### config.mk
export PLATFORM = sky130hd
export DESIGN_NAME = path_split_crc32_hasher_flat
export DESIGN_NICKNAME = d
export VERILOG_FILES = /design/src/psh_pkg.sv /design/src/psh_path_if.sv /design/src/psh_hash_if.sv /design/src/psh_in_stage.sv /design/src/psh_hash_core.sv /design/src/path_split_crc32_hasher.sv /design/src/flat_wrapper.sv
export SDC_FILE = /design/constraint.sdc
export NUM_CORES = 1
export LEC_CHECK = 0
export BUFFER_PORTS_ARGS = -buffer_cell sky130_fd_sc_hd__buf_2
export CORE_UTILIZATION = 58
export CTS_BUF_LIST = sky130_fd_sc_hd__clkbuf_2 sky130_fd_sc_hd__clkbuf_4 sky130_fd_sc_hd__clkbuf_8
export DETAILED_ROUTE_END_ITERATION = 16
export GPL_TIMING_DRIVEN = 0
export PLACE_DENSITY = 0.79
export SLEW_MARGIN = 40
export SYNTH_ARGS = -nofsm -noshare
export SYNTH_HDL_FRONTEND = slang
export SYNTH_SLANG_ARGS = --single-unit
### constraint.sdc
create_clock -name clk -period 4 [get_ports clk]
set_input_delay 0.8 -clock clk [delete_from_list [all_inputs] [get_ports clk]]
set_output_delay 0.8 -clock clk [all_outputs]
set_load 0.03 [all_outputs]
### src/psh_pkg.sv
// ----------------------------------------------------------------------------
// psh_pkg: path split hasher package
// Shared constants, types and CRC/case-fold functions.
// ----------------------------------------------------------------------------
package psh_pkg;

	localparam logic [31:0] CRC_PRESET = 32'hFFFF_FFFF;
	localparam logic [31:0] CRC_POLY   = 32'hEDB8_8320;
	localparam logic [7:0]  SLASH_BYTE = 8'h2F;
	localparam logic [7:0]  CASE_DELTA = 8'h20;

	typedef struct packed {
		logic       valid;
		logic [7:0] path_byte;
		logic       is_last;
	} psh_item_t;

	function automatic logic [7:0] fold_case(input logic [7:0] b);
		logic [7:0] r;
		r = b;
		if (b inside {[8'h41:8'h5A]}) begin
			r = b + CASE_DELTA;
		end
		return r;
	endfunction

	function automatic logic [31:0] crc_byte(input logic [31:0] crc, input logic [7:0] b);
		logic [31:0] c;
		c = crc ^ {24'h0, b};
		for (int k = 0; k < 8; k++) begin
			c = c[0] ? ((c >> 1) ^ CRC_POLY) : (c >> 1);
		end
		return c;
	endfunction

endpackage

### src/psh_path_if.sv
// ----------------------------------------------------------------------------
// psh_path_if: path byte channel
// Valid/ready channel carrying one path byte and its last-byte mark.
// ----------------------------------------------------------------------------
interface psh_path_if;
	logic       valid;
	logic       ready;
	logic [7:0] path_byte;
	logic       is_last;

	modport source (output valid, output path_byte, output is_last, input ready);
	modport sink (input valid, input path_byte, input is_last, output ready);
endinterface

### src/psh_hash_if.sv
// ----------------------------------------------------------------------------
// psh_hash_if: hash result channel
// Valid/ready channel carrying the directory and name hashes of one path.
// ----------------------------------------------------------------------------
interface psh_hash_if;
	logic        valid;
	logic        ready;
	logic [31:0] dir_crc;
	logic [31:0] name_hash;
	logic        no_slash_error;

	modport source (output valid, output dir_crc, output name_hash, output no_slash_error,
		input ready);
	modport sink (input valid, input dir_crc, input name_hash, input no_slash_error,
		output ready);
endinterface

### src/psh_in_stage.sv
// ----------------------------------------------------------------------------
// psh_in_stage: input register
// Registers one path byte transaction and hands it to the hash core.
// ----------------------------------------------------------------------------
module psh_in_stage
	import psh_pkg::*;
(
	input  logic       clk,
	input  logic       arst_n,
	psh_path_if.sink   path,
	input  logic       take,
	output psh_item_t  item
);

	logic       valid_s1;
	logic [7:0] byte_s1;
	logic       last_s1;

	assign path.ready = !valid_s1 || take;

	always_ff @(posedge clk or negedge arst_n) begin
		if (!arst_n) begin
			valid_s1 <= 1'b0;
		end else if (path.ready) begin
			valid_s1 <= path.valid;
		end
	end

	always_ff @(posedge clk) begin
		if (path.ready && path.valid) begin
			byte_s1 <= path.path_byte;
			last_s1 <= path.is_last;
		end
	end

	assign item = '{valid: valid_s1, path_byte: byte_s1, is_last: last_s1};

endmodule

### src/psh_hash_core.sv
// ----------------------------------------------------------------------------
// psh_hash_core: CRC state and result register
// Folds case, updates the whole and tail CRCs, and registers the result.
// ----------------------------------------------------------------------------
module psh_hash_core
	import psh_pkg::*;
(
	input  logic       clk,
	input  logic       arst_n,
	input  psh_item_t  item,
	output logic       take,
	psh_hash_if.source hash
);

	logic [31:0] whole_q;
	logic [31:0] tail_q;
	logic [31:0] saved_q;
	logic        seen_q;
	logic        out_valid_q;
	logic [31:0] dir_q;
	logic [31:0] name_q;
	logic        err_q;

	logic [7:0]  b;
	logic        is_slash;
	logic [31:0] whole_next;
	logic [31:0] tail_next;
	logic [31:0] saved_next;
	logic        seen_next;
	logic        slot_free;

	always_comb begin
		b          = fold_case(item.path_byte);
		is_slash   = (b == SLASH_BYTE);
		whole_next = crc_byte(whole_q, b);
		tail_next  = is_slash ? CRC_PRESET : crc_byte(tail_q, b);
		saved_next = is_slash ? whole_q : saved_q;
		seen_next  = is_slash || seen_q;
	end

	assign slot_free = !out_valid_q || hash.ready;
	assign take      = item.valid && (!item.is_last || slot_free);

	always_ff @(posedge clk or negedge arst_n) begin
		if (!arst_n) begin
			whole_q <= CRC_PRESET;
			tail_q  <= CRC_PRESET;
			saved_q <= '0;
			seen_q  <= 1'b0;
		end else if (take) begin
			if (item.is_last) begin
				whole_q <= CRC_PRESET;
				tail_q  <= CRC_PRESET;
				saved_q <= '0;
				seen_q  <= 1'b0;
			end else begin
				whole_q <= whole_next;
				tail_q  <= tail_next;
				saved_q <= saved_next;
				seen_q  <= seen_next;
			end
		end
	end

	always_ff @(posedge clk or negedge arst_n) begin
		if (!arst_n) begin
			out_valid_q <= 1'b0;
		end else if (take && item.is_last) begin
			out_valid_q <= 1'b1;
		end else if (hash.ready) begin
			out_valid_q <= 1'b0;
		end
	end

	always_ff @(posedge clk) begin
		if (take && item.is_last) begin
			dir_q  <= seen_next ? saved_next : '0;
			name_q <= seen_next ? tail_next : '0;
			err_q  <= !seen_next;
		end
	end

	assign hash.valid          = out_valid_q;
	assign hash.dir_crc        = dir_q;
	assign hash.name_hash      = name_q;
	assign hash.no_slash_error = err_q;

endmodule

### src/path_split_crc32_hasher.sv
// ----------------------------------------------------------------------------
// path_split_crc32_hasher: path directory/name CRC-32 hasher
// Top level: input register, CRC core with result register, assertions.
// ----------------------------------------------------------------------------
// Takes one path byte per clock, folds A-Z to lower case and keeps reflected
// CRC-32 values (preset all ones, no final XOR) over the whole path and over
// the bytes since the last slash. The byte marked last yields one result
// after it passes the input register and the result register: the hash of
// everything before the last slash and the hash of the name after it, or an
// error flag with zero hashes when the path holds no slash. Throughput is one
// byte per cycle, set by the byte-wide CRC update between the input register
// and the state registers; the input stalls only while a last byte waits for
// a result register that the consumer has not yet emptied.
module path_split_crc32_hasher
	import psh_pkg::*;
(
	input  logic       clk,
	input  logic       arst_n,
	psh_path_if.sink   path,
	psh_hash_if.source hash
);

	psh_item_t item_s1;
	logic      take;

	psh_in_stage u_in_stage (
		.clk    (clk),
		.arst_n (arst_n),
		.path   (path),
		.take   (take),
		.item   (item_s1)
	);

	psh_hash_core u_hash_core (
		.clk    (clk),
		.arst_n (arst_n),
		.item   (item_s1),
		.take   (take),
		.hash   (hash)
	);

	a_result_from_last: assert property (@(posedge clk) disable iff (!arst_n)
		$rose(hash.valid) |-> $past(item_s1.valid && item_s1.is_last))
		else $error("result appeared without a last byte");

	a_error_zero_hashes: assert property (@(posedge clk) disable iff (!arst_n)
		(hash.valid && hash.no_slash_error) |-> (hash.dir_crc == '0 && hash.name_hash == '0))
		else $error("error result carries nonzero hashes");

	a_stall_cause: assert property (@(posedge clk) disable iff (!arst_n)
		!path.ready |-> (item_s1.valid && item_s1.is_last && hash.valid && !hash.ready))
		else $error("input stalled without a blocked last byte");

	a_take_frees_result: assert property (@(posedge clk) disable iff (!arst_n)
		(take && item_s1.is_last) |=> hash.valid)
		else $error("last byte taken but no result registered");

endmodule
### src/flat_wrapper.sv
// flat-port wrapper written by rule: the top's interface ports become plain ports
module path_split_crc32_hasher_flat import psh_pkg::*;
  (clk, arst_n, path_valid, path_path_byte, path_is_last, path_ready, hash_valid, hash_dir_crc, hash_name_hash, hash_no_slash_error, hash_ready);
  psh_path_if path_i ();
  psh_hash_if hash_i ();
  input  logic clk;
  input  logic arst_n;
  input wire logic [$bits(path_i.valid)-1:0] path_valid;
  input wire logic [$bits(path_i.path_byte)-1:0] path_path_byte;
  input wire logic [$bits(path_i.is_last)-1:0] path_is_last;
  output wire logic [$bits(path_i.ready)-1:0] path_ready;
  output wire logic [$bits(hash_i.valid)-1:0] hash_valid;
  output wire logic [$bits(hash_i.dir_crc)-1:0] hash_dir_crc;
  output wire logic [$bits(hash_i.name_hash)-1:0] hash_name_hash;
  output wire logic [$bits(hash_i.no_slash_error)-1:0] hash_no_slash_error;
  input wire logic [$bits(hash_i.ready)-1:0] hash_ready;
  assign path_i.valid = path_valid;
  assign path_i.path_byte = path_path_byte;
  assign path_i.is_last = path_is_last;
  assign path_ready = path_i.ready;
  assign hash_valid = hash_i.valid;
  assign hash_dir_crc = hash_i.dir_crc;
  assign hash_name_hash = hash_i.name_hash;
  assign hash_no_slash_error = hash_i.no_slash_error;
  assign hash_i.ready = hash_ready;
  path_split_crc32_hasher u_core (.clk(clk), .arst_n(arst_n), .path(path_i), .hash(hash_i));
endmodule
Yosys cells after proc, flatten, opt, wreduce, memory -nomap -nowiden. Index checks and enable logic that the tools add are counted.

Flip-flop bits (word level): 173. Latch bits: 0. Bits in writable memories: 0. ROM bits: 0. Input port bits: 13. Output and inout port bits: 67. Logic and storage cells: 71. Memories: 0.

$add $sub $neg: 1. Multipliers: 0. Divide/modulo/power cells: 0. Order comparisons: 2. Equal/unequal tests: 1. Shift-type cells: 0. Mux-type cells: 25. Bitwise operators: 18. Reduce and logical (&&, ||, !) cells: 13.

Operators by type and width (number): 32-bit two-way mux (21); 13-bit inverter with 14-bit output (16); 32-bit by 8-bit bitwise XOR with 32-bit output (2); 8-bit by 6-bit adder with 8-bit output (second input constant) (1); 8-bit by 6-bit == test with 1-bit output (second input constant) (1); 8-bit by 7-bit >= comparator with 1-bit output (second input constant) (1); 8-bit by 7-bit less-or-equal comparator with 1-bit output (second input constant) (1); 8-bit two-way mux (1); 1-bit logical AND (4); 1-bit zero test (4); 1-bit logical OR (4); 1-bit two-way mux (3); 2-bit nonzero test (1).

Logic depth before layout (Yosys ltp). Gate-level depths: netlist of the first run.

Depth after elaboration: 22. Depth in mapped cells: 10.

Hierarchy. From an unflattened synthesis of the first run, not the netlist that was laid out.

Cell total of the unflattened synthesis: 731. Area total of the unflattened synthesis: 8301.7 um2.

By module, submodules not included: psh_hash_core (instances 1, cells each 716, area each 7962.6 um2, sequential area each 4484.3 um2); psh_in_stage (instances 1, cells each 15, area each 339.1 um2, sequential area each 295.3 um2).

Worst setup path before layout of the first run. No wires, ideal clock.

Kind: input -> register. Start point: input hash_ready. End point: register u_core.u_hash_core.dir_q[0], in the netlist u_core.u_hash_core.hash.dir_crc[0], enable pin. Arrival: 2627 ps. Slack: 953 ps. Stages on the path: 5. Cells stage by stage: nand3b_1 and2_1 clkbuf_1 nand2_1 inv_1.

Longest elaborated chain between the ends: 4.

Ends and longest elaborated chain: start: declaration (RTL line flat_wrapper.sv:16) `input wire logic [$bits(hash_i.ready)-1:0] hash_ready;`; 1-bit logical OR (RTL line psh_hash_core.sv:41) `assign slot_free = !out_valid_q || hash.ready;`; 1-bit logical OR (RTL line psh_hash_core.sv:42) `assign take = item.valid && (!item.is_last || slot_free);`; 1-bit logical AND (RTL line psh_hash_core.sv:42); 1-bit logical AND (RTL line psh_hash_core.sv:76) `if (take && item.is_last) begin`; end signal: assignment (RTL line psh_hash_core.sv:77) `dir_q <= seen_next ? saved_next : '0;`; end: declaration (RTL line psh_hash_core.sv:20) `logic [31:0] dir_q;`.

No other way between the ends. A chain may end at the register's enable or synchronous reset.

Worst setup path in the final report of the first run.
Start point: register u_core.u_in_stage.byte_s1[2]. End point: register u_core.u_hash_core.name_q[29], in the netlist u_core.u_hash_core.hash.name_hash[29] (data pin).

Longest elaborated chain between the ends: 15. Elaborated cells between the ends (all ways): 21.

Ends and longest elaborated chain: start: declaration (RTL line psh_in_stage.sv:16) `logic [7:0] byte_s1;`; start signal: assignment (RTL line psh_in_stage.sv:31) `byte_s1 <= path.path_byte;`; 8-bit by 7-bit >= comparator with 1-bit output or 8-bit by 7-bit less-or-equal comparator with 1-bit output (tied branches) (RTL line psh_pkg.sv:21) `if (b inside {[8'h41:8'h5A]}) begin`; 1-bit logical AND (RTL line psh_pkg.sv:21); 8-bit two-way mux (*) (RTL line psh_pkg.sv:21); 32-bit by 8-bit bitwise XOR with 32-bit output (RTL line psh_pkg.sv:29) `c = crc ^ {24'h0, b};`; 32-bit two-way mux or 13-bit inverter with 14-bit output (tied branches); 32-bit two-way mux (5 in series) (RTL line psh_pkg.sv:31) `c = c[0] ? ((c >> 1) ^ CRC_POLY) : (c >> 1);`; 13-bit inverter with 14-bit output (no line) or 32-bit two-way mux (tied branches); 32-bit two-way mux (RTL line psh_pkg.sv:31); 13-bit inverter with 14-bit output (no line); 32-bit two-way mux (RTL line psh_pkg.sv:31); 32-bit two-way mux (RTL line psh_hash_core.sv:36) `tail_next = is_slash ? CRC_PRESET : crc_byte(tail_q, b);`; end signal: assignment (RTL line psh_hash_core.sv:78) `name_q <= seen_next ? tail_next : '0;`; end: declaration (RTL line psh_hash_core.sv:21) `logic [31:0] name_q;`.

Mark *: on every way between the ends. The rest lies on a longest branch, timed or not.

==> results of run 1 <==
## layout by cell type, fill, tap and decap left out, drive strengths merged, types with 2 or more instances in the layout
cell,n
or2,2
xnor2,102
a22o,13
o2111ai,2
xor2,43
clkinv,4
nor4,2
a21oi,51
buf,93
o22a,12
nand4b,2
and2,2
nand3,33
edfxtp,74
inv,13
clkinvlp,3
nor2,56
xnor3,2
nand2,103
a21o,6
nor3,4
o21ai,43
a22oi,20
dfstp,64
clkbuf,50
nand2b,4
dfrtp,35
## cell usage after synthesis (2+ instances only)
cell,count
xnor3_1,2
dfrtp_1,35
a22oi_1,20
nand2_1,103
o22a_1,12
and2_1,2
clkbuf_1,33
nor3_1,4
nand4b_1,2
nand3_1,33
dfstp_2,64
xor2_1,42
inv_1,6
o2111ai_1,2
o21ai_0,43
buf_1,5
edfxtp_1,74
a21o_1,6
nor2_1,55
xnor2_2,9
xnor2_1,92
a21oi_1,49
nand2b_1,4
buf_2,5
a22o_1,13
a21oi_2,2
## metal layers
layer  track usage (%)  routed length (µm)
met4              10.5                 360
met3              5.15                1480
met5                 0                   0
met1              40.3                8490
met2              41.6                8950
## flip-flops by register name, indices dropped and copies added (netlist names), 8 cells and up
| name | flops |
|---|---|
| u_core.u_hash_core.whole_q | 32 |
| u_core.u_in_stage.byte_s1 | 8 |
| u_core.u_hash_core.tail_q | 32 |
| u_core.u_hash_core.hash.dir_crc | 32 |
| u_core.u_hash_core.hash.name_hash | 32 |
| u_core.u_hash_core.saved_q | 32 |
## per-stage QoR
step	hold WS, ns	area, µm²	power, mW
3_5_place_dp	0.488	9030	6.37
4_1_cts	0.187	9420	7.62
6_report	0.194	9420	7.64
2_1_floorplan	0.466	8340	5.58
3_3_place_gp	0.486	8960	6.28
5_1_grt	0.193	9420	8.05
## cell families (layout without fill, tap and decap cells)
logic type | count (synthesis) | count (layout)
and+or+nand+nor | 212 | 212
DFF | 173 | 173
adders and majority gates | 1 | 1
AOI/OAI and AO/OA | 153 | 153
buffers and inverters | 51 | 164
xor gates and xnor gates | 148 | 148
## layout make-up
cell class | count | area [µm²] | area share (%)
Timing Repair Buffer | 81 | 453 | 4.81
Multi-Input combinational cell | 514 | 3360 | 35.7
Clock inverter | 15 | 154 | 1.63
Tap cell | 180 | 225 | 2.39
Clock buffer | 17 | 234 | 2.48
Inverter | 6 | 25.0 | 0.266
Sequential cell | 173 | 4780 | 50.7
Buffer | 45 | 186 | 1.98
## power groups by stage
stage	logic (mW)	clock network, mW	registers (mW)
after floorplan	2.86	0	2.72
after global placement	3.53	0	2.76
after global routing	3.96	1.30	2.79
after CTS	3.65	1.23	2.75
final	3.67	1.21	2.76
after detailed placement	3.60	0	2.78
## worst max-delay path by stage
stage / endpoint / slack [ns] / cells past startpoint
3_3_place_gp: u_core.u_hash_core.hash.name_hash[23] / 0.12 / 6
2_1_floorplan: u_core.u_hash_core.hash.dir_crc[0] / 0.95 / 5
4_1_cts: u_core.u_hash_core.hash.name_hash[29] / 0.91 / 8
5_1_grt: u_core.u_hash_core.hash.name_hash[29] / 0.73 / 8
6_report: u_core.u_hash_core.hash.name_hash[29] / 0.90 / 8
3_5_place_dp: u_core.u_hash_core.hash.name_hash[29] / 0.93 / 8
==> flow_metrics.env, run 1 <==
export IMPL_setup_tns_ns=0
export IMPL_portBuffers=79
export IMPL_synth_compound_gate_area_share_pct=11.9
export IMPL_track_usage_pct=27.8
export IMPL_cap_violations=0
export IMPL_cts_sinks=173
export IMPL_vias=6001
export IMPL_seq_area_frac_synth_pct=57.3
export IMPL_dp_cells=999
export IMPL_drtIter0Drc=594
export IMPL_final_util_pct=67.6
export IMPL_vdd_ir_drop_max_mv=0.423
export IMPL_worst_slew_pin_transition_ns=0.836
export IMPL_area_growth_pct=12.9
export IMPL_reg2reg_from="u_core.u_in_stage.byte_s1[2]"
export IMPL_yosys_mux_area_fraction_pct=0
export IMPL_startpoint="u_core.u_in_stage.byte_s1[2]"
export IMPL_core_area_um2=13900
export IMPL_syn_inst=738
export IMPL_rows=43
export IMPL_async_reset_ff_share_pct=57.2
export IMPL_synth_edf_count=74
export IMPL_fin_nets=852
export IMPL_slew_viol_final=0
export IMPL_grt_pass1_wl_um=30600
export IMPL_initial_core_util_pct=59.9
export IMPL_syn_area_per_cell_um2=11.3
export IMPL_die_w_um=122
export IMPL_nFillCells=1010
export IMPL_min_path_type="input port to asynchronous set/reset pin"
export IMPL_layout_drive_gt1_share_pct=24.4
export IMPL_synth_area_um2=8340
export IMPL_cts_clk_slew_worst_paths_ns=0.09
export IMPL_crit_chain="nor4_4 > a21oi_2 > a32oi_1 > or2_2 > buf_2 > buf_1 > clkbuf_1 > o21ai_0"
export IMPL_critPathMaxFanout=10
export IMPL_ys_flop_type="edfxtp_1"
export IMPL_tritoncts="yes"
export IMPL_clkPwrFrac_pct=15.8
export IMPL_ioPinCount=80
export IMPL_post_cts_buffers=0
export IMPL_p_sw_share_pct=40.7
export IMPL_hpwlAfterDp_um=13500
export IMPL_dieArea_um2=14900
export IMPL_slowest_stage="edfxtp_1"
export IMPL_drc=0
export IMPL_layout_setup_ws_ns=0.900
export IMPL_clockRootBuffer="clkbuf_8"
export IMPL_leakagePower_nw=3.78
export IMPL_cp_top_family="buffers and inverters"
export IMPL_ys_top_cells_by_area="edfxtp_1 (27%), dfstp_2 (20%), dfrtp_1 (10%), xnor2_1 (9.7%), nand2_1 (4.6%)"
export IMPL_grt_overflow_total=0
export IMPL_drt_total_wl_um=19300
export IMPL_cts_hold_buf=0
export IMPL_synthAdderAreaFrac_pct=0.150
export IMPL_crit_arrival_ns=3.29
export IMPL_ys_types=47
export IMPL_cts_buffers=17
export IMPL_crit_type="register to register"
export IMPL_rrSetupSlack_ns=0.90
export IMPL_slowest_delay_ns=0.58
export IMPL_firstDrtPassIters=7
export IMPL_ant_nets=0
export IMPL_post_route_period_util_pct=77.5
export IMPL_synth_seq_cells=173
export IMPL_cp_start_kind="register"
export IMPL_synth_top_area_cell="edfxtp_1"
export IMPL_gp_congestion=0.891
export IMPL_p_int_mw=4.53
export IMPL_max_clock_freq_ghz=0.323
export IMPL_grt_max_degree=62
export IMPL_layoutNonFillerInstCount=1031
export IMPL_syn_num_nets=752
export IMPL_sequentialPowerShare_pct=36.1
export IMPL_p_sw_mw=3.11
export IMPL_grt_setup_unrepaired="false"
export IMPL_diodes=0
export IMPL_ys_warn_count=0
export IMPL_avgRoutedWirePerCell_um=18.7
export IMPL_viasPerCell=5.82
export IMPL_cp_required_ns=4.19
export IMPL_end_kind="register"
export IMPL_cts_htree_levels=4
export IMPL_skew_ns=0.0120
export IMPL_dpl_worst_slack_ns=0.929
export IMPL_pwr_share_comb_pct=48.1
export IMPL_power_per_cell_area_nw_per_um2=811
export IMPL_grt_pass1_vias=5620
export IMPL_synthSimpleGateAreaFrac_pct=11.0
export IMPL_r2r_end="u_core.u_hash_core.hash.name_hash[29]"
export IMPL_finalSetupViolCount=0
export IMPL_netlist_area_leader_share_pct=26.6
export IMPL_period_minus_slack_ns=3.10
export IMPL_relSlewSlack_pct=43.9
export IMPL_crit_buf_inv=3
export IMPL_status="finished, final reports clean"
export IMPL_fp_dieH_um=122
export IMPL_worst_r2r_cell_count=8
export IMPL_synth_top_family_by_area="XOR/XNOR gates"
export IMPL_clk_latency_ns=0.48
export IMPL_synthXorXnorAreaFrac_pct=17.2
export IMPL_post_cts_resized=0
export IMPL_clk_path_buf_depth=2
export IMPL_antenna_found_initial=0
export IMPL_final_hold_violation_count=0
Power figures use the tool's default switching activity.
==> inputs of run 2 (changes only) <==
--- a/config.mk
+++ b/config.mk
@@ -6,11 +6,11 @@
 export NUM_CORES = 1
 export LEC_CHECK = 0
 export BUFFER_PORTS_ARGS = -buffer_cell sky130_fd_sc_hd__buf_2
-export CORE_UTILIZATION = 58
+export CORE_UTILIZATION = 56
 export CTS_BUF_LIST = sky130_fd_sc_hd__clkbuf_2 sky130_fd_sc_hd__clkbuf_4 sky130_fd_sc_hd__clkbuf_8
 export DETAILED_ROUTE_END_ITERATION = 16
 export GPL_TIMING_DRIVEN = 0
-export PLACE_DENSITY = 0.79
+export PLACE_DENSITY = 0.8
 export SLEW_MARGIN = 40
 export SYNTH_ARGS = -nofsm -noshare
 export SYNTH_HDL_FRONTEND = slang
==> constraint.sdc (replaced) <==
create_clock -name clk -period 2.5 [get_ports clk]
set_input_delay 0.5 -clock clk [delete_from_list [all_inputs] [get_ports clk]]
set_output_delay 0.5 -clock clk [all_outputs]
set_load 0.03 [all_outputs]
==> run 2 against run 1 <==
Against the previous run:
- the flow now finishes with violations (negative setup slack)
- final area grew 8.9%
- critical path depth shrank 1
- sequential power grew 62%
- clock skew grew 0.00078 ns
- largest cell class unchanged
- critical path type unchanged
- non-clock buffer count grew 45
- die area grew 3.5%
- sequential cell count is the same
- global-route usage shrank 0.74 points
- clock power grew 70%
- final cell count grew 4.8%
- setup slack lost 1.0 ns
==> flow_metrics.env, run 2 (synthesis results as in run 1) <==
export IMPL_hpwlAfterDp_um=13100
export IMPL_cts_buffers=17
export IMPL_status="complete, but fails checks"
export IMPL_rows=44
export IMPL_p_int_mw=8.64
export IMPL_power_per_cell_area_nw_per_um2=1380
export IMPL_cts_htree_levels=4
export IMPL_cts_sinks=173
export IMPL_cp_required_ns=2.92
export IMPL_critPathMaxFanout=10
export IMPL_final_hold_violation_count=0
export IMPL_avgRoutedWirePerCell_um=19.6
export IMPL_portBuffers=79
export IMPL_tritoncts="yes"
export IMPL_clockRootBuffer="clkbuf_8"
export IMPL_fin_hold_ws_ns=0.196
export IMPL_cap_violations=0
export IMPL_grt_setup_unrepaired="true"
export IMPL_crit_arrival_ns=3.06
export IMPL_drt_total_wl_um=21200
export IMPL_viasPerCell=5.88
export IMPL_firstDrtPassIters=5
export IMPL_drc=0
export IMPL_end_kind="register"
export IMPL_slew_viol_final=0
export IMPL_layout_drive_gt1_share_pct=32.4
export IMPL_period_minus_slack_ns=2.64
export IMPL_grt_max_degree=70
export IMPL_grt_pass1_wl_um=30500
export IMPL_grt_overflow_total=0
export IMPL_dpl_cell_area_um2=9070
export IMPL_cts_clk_slew_worst_paths_ns=0.09
export IMPL_grt_use_met1_pct=38.4
export IMPL_layoutNonFillerInstCount=1080
export IMPL_final_common_cell="nand2_1"
export IMPL_gp_congestion=0.892
export IMPL_final_util_pct=70.6
export IMPL_met3_usage_pct=5.91
export IMPL_busiest_layer="met2"
export IMPL_dp_cells=1004
export IMPL_violations="negative setup slack"
export IMPL_max_clock_freq_ghz=0.379
export IMPL_grt_pass1_vias=5710
export IMPL_track_usage_pct=27.0
export IMPL_vdd_ir_drop_max_mv=0.593
export IMPL_vias=6352
export IMPL_cp_start_kind="register"
export IMPL_dieArea_um2=15400
export IMPL_leakagePower_nw=4.21
export IMPL_ant_nets=0
export IMPL_design_area_um2=10300
export IMPL_setup_tns_ns=-2.99
export IMPL_p_sw_share_pct=39.2
export IMPL_power_total_mw=14.2
export IMPL_drtIter0Drc=616
export IMPL_finalSetupViolCount=37
export IMPL_fp_dieH_um=124
export IMPL_clkPwrFrac_pct=14.5
export IMPL_diodes=0
export IMPL_crit_type="register to register"
export IMPL_area_growth_pct=23.0
export IMPL_fin_nets=897
export IMPL_p_sw_mw=5.57
export IMPL_clk_latency_ns=0.48
export IMPL_worst_slew_pin_transition_ns=0.842
export IMPL_core_area_um2=14500
export IMPL_layout_setup_ws_ns=-0.140
export IMPL_dpl_worst_slack_ns=-0.557
export IMPL_die_w_um=124
export IMPL_initial_core_util_pct=57.4
export IMPL_sequentialPowerShare_pct=31.5
export IMPL_post_route_period_util_pct=106
export IMPL_antenna_found_initial=0
export IMPL_use_met2_pct=40.1
export IMPL_skew_ns=0.0128
export IMPL_final_cell_mix="nand2_1 (103), buf_2 (81), xnor2_1 (76)"
export IMPL_ioPinCount=80
export IMPL_pwr_share_comb_pct=53.9
export IMPL_clk_path_buf_depth=2
export IMPL_min_path_type="input port to register"
export IMPL_relSlewSlack_pct=43.4
## run 2: per-layer routing
layer	vias to the layer above	routed length, µm
li1	2831	-
met1	3152	8820
met2	324	10100
met3	45	1730
met4	0	535
met5	-	0
## run 2: worst max-delay path, cell delays in order, from the launching register on
cell and delay [ns]:
edfxtp_1 0.48, ha_1 0.36, nor4_1 0.30, a32oi_1 0.18
or2_2 0.44, nor2_1 0.32, buf_2 0.32, a22o_1 0.18
## run 2: power by group through the flow
stage	registers [mW]	logic [mW]	clock network (mW)
2_1_floorplan	4.36	4.58	0
6_report	4.48	7.66	2.06
3_3_place_gp	4.41	5.69	0
3_5_place_dp	4.43	5.74	0
4_1_cts	4.41	6.36	2.07
5_1_grt	4.52	8.10	2.20
## run 2: final timing paths
kind	from	endpoint	slack, ns	depth (start not counted)
setup reg to reg	u_core.u_in_stage.byte_s1[6]	u_core.u_hash_core.saved_q[30]	-0.14	7
hold reg to reg	u_core.u_hash_core.saved_q[10]	u_core.u_hash_core.saved_q[10]	0.51	1
max in group asynchronous	arst_n	u_core.u_hash_core.tail_q[26]	1.36	3
min in group asynchronous	arst_n	u_core.u_hash_core.saved_q[16]	0.46	2
hold / removal	path_is_last	u_core.u_in_stage.last_s1	0.20	1
setup / recovery	u_core.u_in_stage.byte_s1[6]	u_core.u_hash_core.saved_q[30]	-0.14	7
## run 2: final cells by class
cell class / instances / area (µm²)
Buffer: 44 / 216
Fill cell: 981 / 4270
Multi-Input combinational cell: 514 / 3720
Timing Repair Buffer: 127 / 875
Tap cell: 184 / 230
Inverter: 6 / 26.3
Clock buffer: 25 / 300
Clock inverter: 7 / 114
Sequential cell: 173 / 4780
## run 2: what timing repair did
action | CTS | global route
hold buffers | 1 | 0
endpoints found under the setup margin | 90 | 170
pin swaps | 9 | 16
buffers inserted | 15 | 29
endpoints found under the hold margin | 15 | 0
gates resized for setup | 36 | 42
==> inputs of run 3 (changes only) <==
--- a/config.mk
+++ b/config.mk
@@ -6,11 +6,13 @@
 export NUM_CORES = 1
 export LEC_CHECK = 0
 export BUFFER_PORTS_ARGS = -buffer_cell sky130_fd_sc_hd__buf_2
+export CORE_MARGIN = 1
 export CORE_UTILIZATION = 56
 export CTS_BUF_LIST = sky130_fd_sc_hd__clkbuf_2 sky130_fd_sc_hd__clkbuf_4 sky130_fd_sc_hd__clkbuf_8
 export DETAILED_ROUTE_END_ITERATION = 16
 export GPL_TIMING_DRIVEN = 0
 export PLACE_DENSITY = 0.8
+export SETUP_SLACK_MARGIN = 0.5
 export SLEW_MARGIN = 40
 export SYNTH_ARGS = -nofsm -noshare
 export SYNTH_HDL_FRONTEND = slang
==> run 3 against run 2 <==
Against the previous run:
- the flow still finishes with violations (negative setup slack)
- clock power up 8%
- combinational power up 55%
- worst hold slack worse by 0.021 ns
- global-route usage up 7.8 points
- utilization up 17 points
- total power up 33%
- first-iteration DRC count up 99%
- final area up 24%
- critical endpoint is now u_core.u_hash_core.whole_q[21]
- largest power group unchanged
- highest routed layer unchanged
==> flow_metrics.env, run 3 (synthesis results as in run 1) <==
export IMPL_status="complete, but fails checks"
export IMPL_violations="negative setup slack"
export IMPL_dpl_cell_area_um2=9200
export IMPL_power_total_mw=18.9
export IMPL_final_hold_violation_count=0
export IMPL_worst_slew_pin_transition_ns=0.955
export IMPL_p_sw_mw=8.11
export IMPL_avgRoutedWirePerCell_um=29.9
export IMPL_highest_layer="met4"
export IMPL_multi_input_area_um2=4950
export IMPL_nFillCells=544
export IMPL_cts_buffers=17
export IMPL_skew_ns=0.0206
export IMPL_final_cell_mix="buf_2 (78), nand2_1 (76), edfxtp_1 (74)"
export IMPL_grt_setup_unrepaired="true"
export IMPL_max_clock_freq_ghz=0.362
export IMPL_clk_latency_ns=0.51
export IMPL_cp_start_kind="register"
export IMPL_seq_area_um2=4780
export IMPL_rows=44
export IMPL_cts_htree_levels=4
export IMPL_grt_overflow_total=0
export IMPL_wl_met1_um=11900
export IMPL_grt_max_degree=79
export IMPL_drc=0
export IMPL_crit_chain="buf_6 > or4_4 > o2111ai_2 > nand4bb_1 > buf_6 > xor2_4 > xor2_2 > xnor2_1 > a21oi_1"
export IMPL_clockRootBuffer="clkbuf_8"
export IMPL_fin_nets=967
export IMPL_diodes=0
export IMPL_leakagePower_nw=5.14
export IMPL_initial_core_util_pct=57.4
export IMPL_layoutNonFillerInstCount=1150
export IMPL_slowest_stage="or4_4"
export IMPL_vias=7841
export IMPL_dieArea_um2=15400
export IMPL_track_usage_pct=34.9
export IMPL_gp_congestion=0.865
export IMPL_cp_top_family="simple AND/OR/NAND/NOR gates"
export IMPL_tritoncts="yes"
export IMPL_vdd_ir_drop_max_mv=0.782
export IMPL_hpwlAfterDp_um=14200
export IMPL_cp_required_ns=2.89
export IMPL_portBuffers=79
export IMPL_cts_sinks=173
export IMPL_viasPerCell=6.82
export IMPL_area_growth_pct=52.2
export IMPL_drt_total_wl_um=34400
export IMPL_crit_arrival_ns=3.15
export IMPL_core_area_um2=14500
export IMPL_fp_dieH_um=124
export IMPL_post_route_period_util_pct=110
export IMPL_dp_cells=1004
export IMPL_crit_buf_inv=2
export IMPL_firstDrtPassIters=6
export IMPL_power_per_cell_area_nw_per_um2=1490
export IMPL_clkPwrFrac_pct=11.7
export IMPL_cap_violations=0
export IMPL_slowest_delay_ns=0.53
export IMPL_cpMostUsedCell="buf_6"
export IMPL_finalSetupViolCount=57
export IMPL_grt_pass1_vias=7044
export IMPL_die_w_um=124
export IMPL_grt_pass1_wl_um=38800
export IMPL_wl_met2_um=15800
export IMPL_critPathMaxFanout=4
export IMPL_p_int_mw=10.8
export IMPL_drtIter0Drc=1227
export IMPL_clk_path_buf_depth=2
export IMPL_wl_met3_um=4110
export IMPL_cts_clk_slew_worst_paths_ns=0.08
export IMPL_slew_viol_final=0
export IMPL_p_sw_share_pct=42.9
export IMPL_period_minus_slack_ns=2.76
export IMPL_relSlewSlack_pct=36.3
export IMPL_ioPinCount=80
export IMPL_layout_drive_gt1_share_pct=56.0
export IMPL_min_path_type="input port to register"
export IMPL_crit_type="register to register"
export IMPL_pwr_share_comb_pct=63.1
export IMPL_design_area_um2=12700
export IMPL_final_common_cell="buf_2"
export IMPL_end_kind="register"
export IMPL_sequentialPowerShare_pct=25.2
export IMPL_ant_nets=0
export IMPL_antenna_found_initial=0
export IMPL_layout_setup_ws_ns=-0.262
[run 3: cell type report]
class / instances / area share [%]
Inverter: 6 / 0.207
Buffer: 45 / 3.62
Tap cell: 184 / 1.81
Clock inverter: 7 / 0.916
Timing Repair Buffer: 196 / 14.5
Sequential cell: 173 / 37.6
Multi-Input combinational cell: 514 / 39.0
Clock buffer: 25 / 2.36
[run 3: worst paths after layout]
check | start | endpoint | slack [ns] | cells after the start
worst max-delay path | u_core.u_in_stage.byte_s1[2] | u_core.u_hash_core.whole_q[21] | -0.26 | 9
min in group asynchronous | arst_n | u_core.u_hash_core.saved_q[16] | 0.42 | 2
worst min-delay path | path_path_byte[1] | u_core.u_in_stage.byte_s1[1] | 0.18 | 1
max in group asynchronous | arst_n | u_core.u_hash_core.tail_q[5] | 1.38 | 3
worst max register to register | u_core.u_in_stage.byte_s1[2] | u_core.u_hash_core.whole_q[21] | -0.26 | 9
worst min register to register | u_core.u_hash_core.saved_q[2] | u_core.u_hash_core.saved_q[2] | 0.55 | 1
[run 3: worst register-to-register path: cells and delay by family, from the launching register on]
kind                   cells  cell delay, ns
AO/OA/AOI/OAI              2            0.54
XOR/XNOR                   3            0.58
buffers and inverters      2            0.34
flip-flops                 1            0.50
AND/OR/NAND/NOR            2            0.69
[run 3: power by group through the flow]
stage               Sequential (mW)  Clock (mW)  Combinational (mW)
floorplan                      4.36           0                4.66
global placement               4.43           0                5.64
detailed placement             4.47           0                5.83
CTS                            4.50        2.09                8.43
global route                   4.78        2.28                12.2
finish                         4.77        2.22                11.9
[run 3: repair_timing]
action	CTS	global route
cloned	4	11
endpoints found under the hold margin	9	0
setup endpoints to repair	190	217
gates resized for setup	188	217
hold buffers	1	0
pin swaps	73	106
setup buffers	47	51
[run 3: metal layers]
layer | vias to the layer above | track usage, %
met3 | 271 | 9.48
met2 | 770 | 55.2
li1 | 2960 | -
met1 | 3840 | 43.4
met4 | 0 | 19.3
met5 | - | 0
[run 3: per-stage QoR]
step / hold WS [ns] / util, % / worst slack [ns] / setup TNS (ns)
after detailed placement: 0.345 / 63.3 / -0.225 / -1.98
after CTS: 0.177 / 76.0 / -0.00329 / -0.00329
final: 0.176 / 87.4 / -0.262 / -4.45
after global placement: 0.478 / 62.7 / -0.371 / -25.64
after floorplan: 0.204 / - / 0.161 / 0
after global routing: 0.161 / 87.4 / -0.280 / -7.65
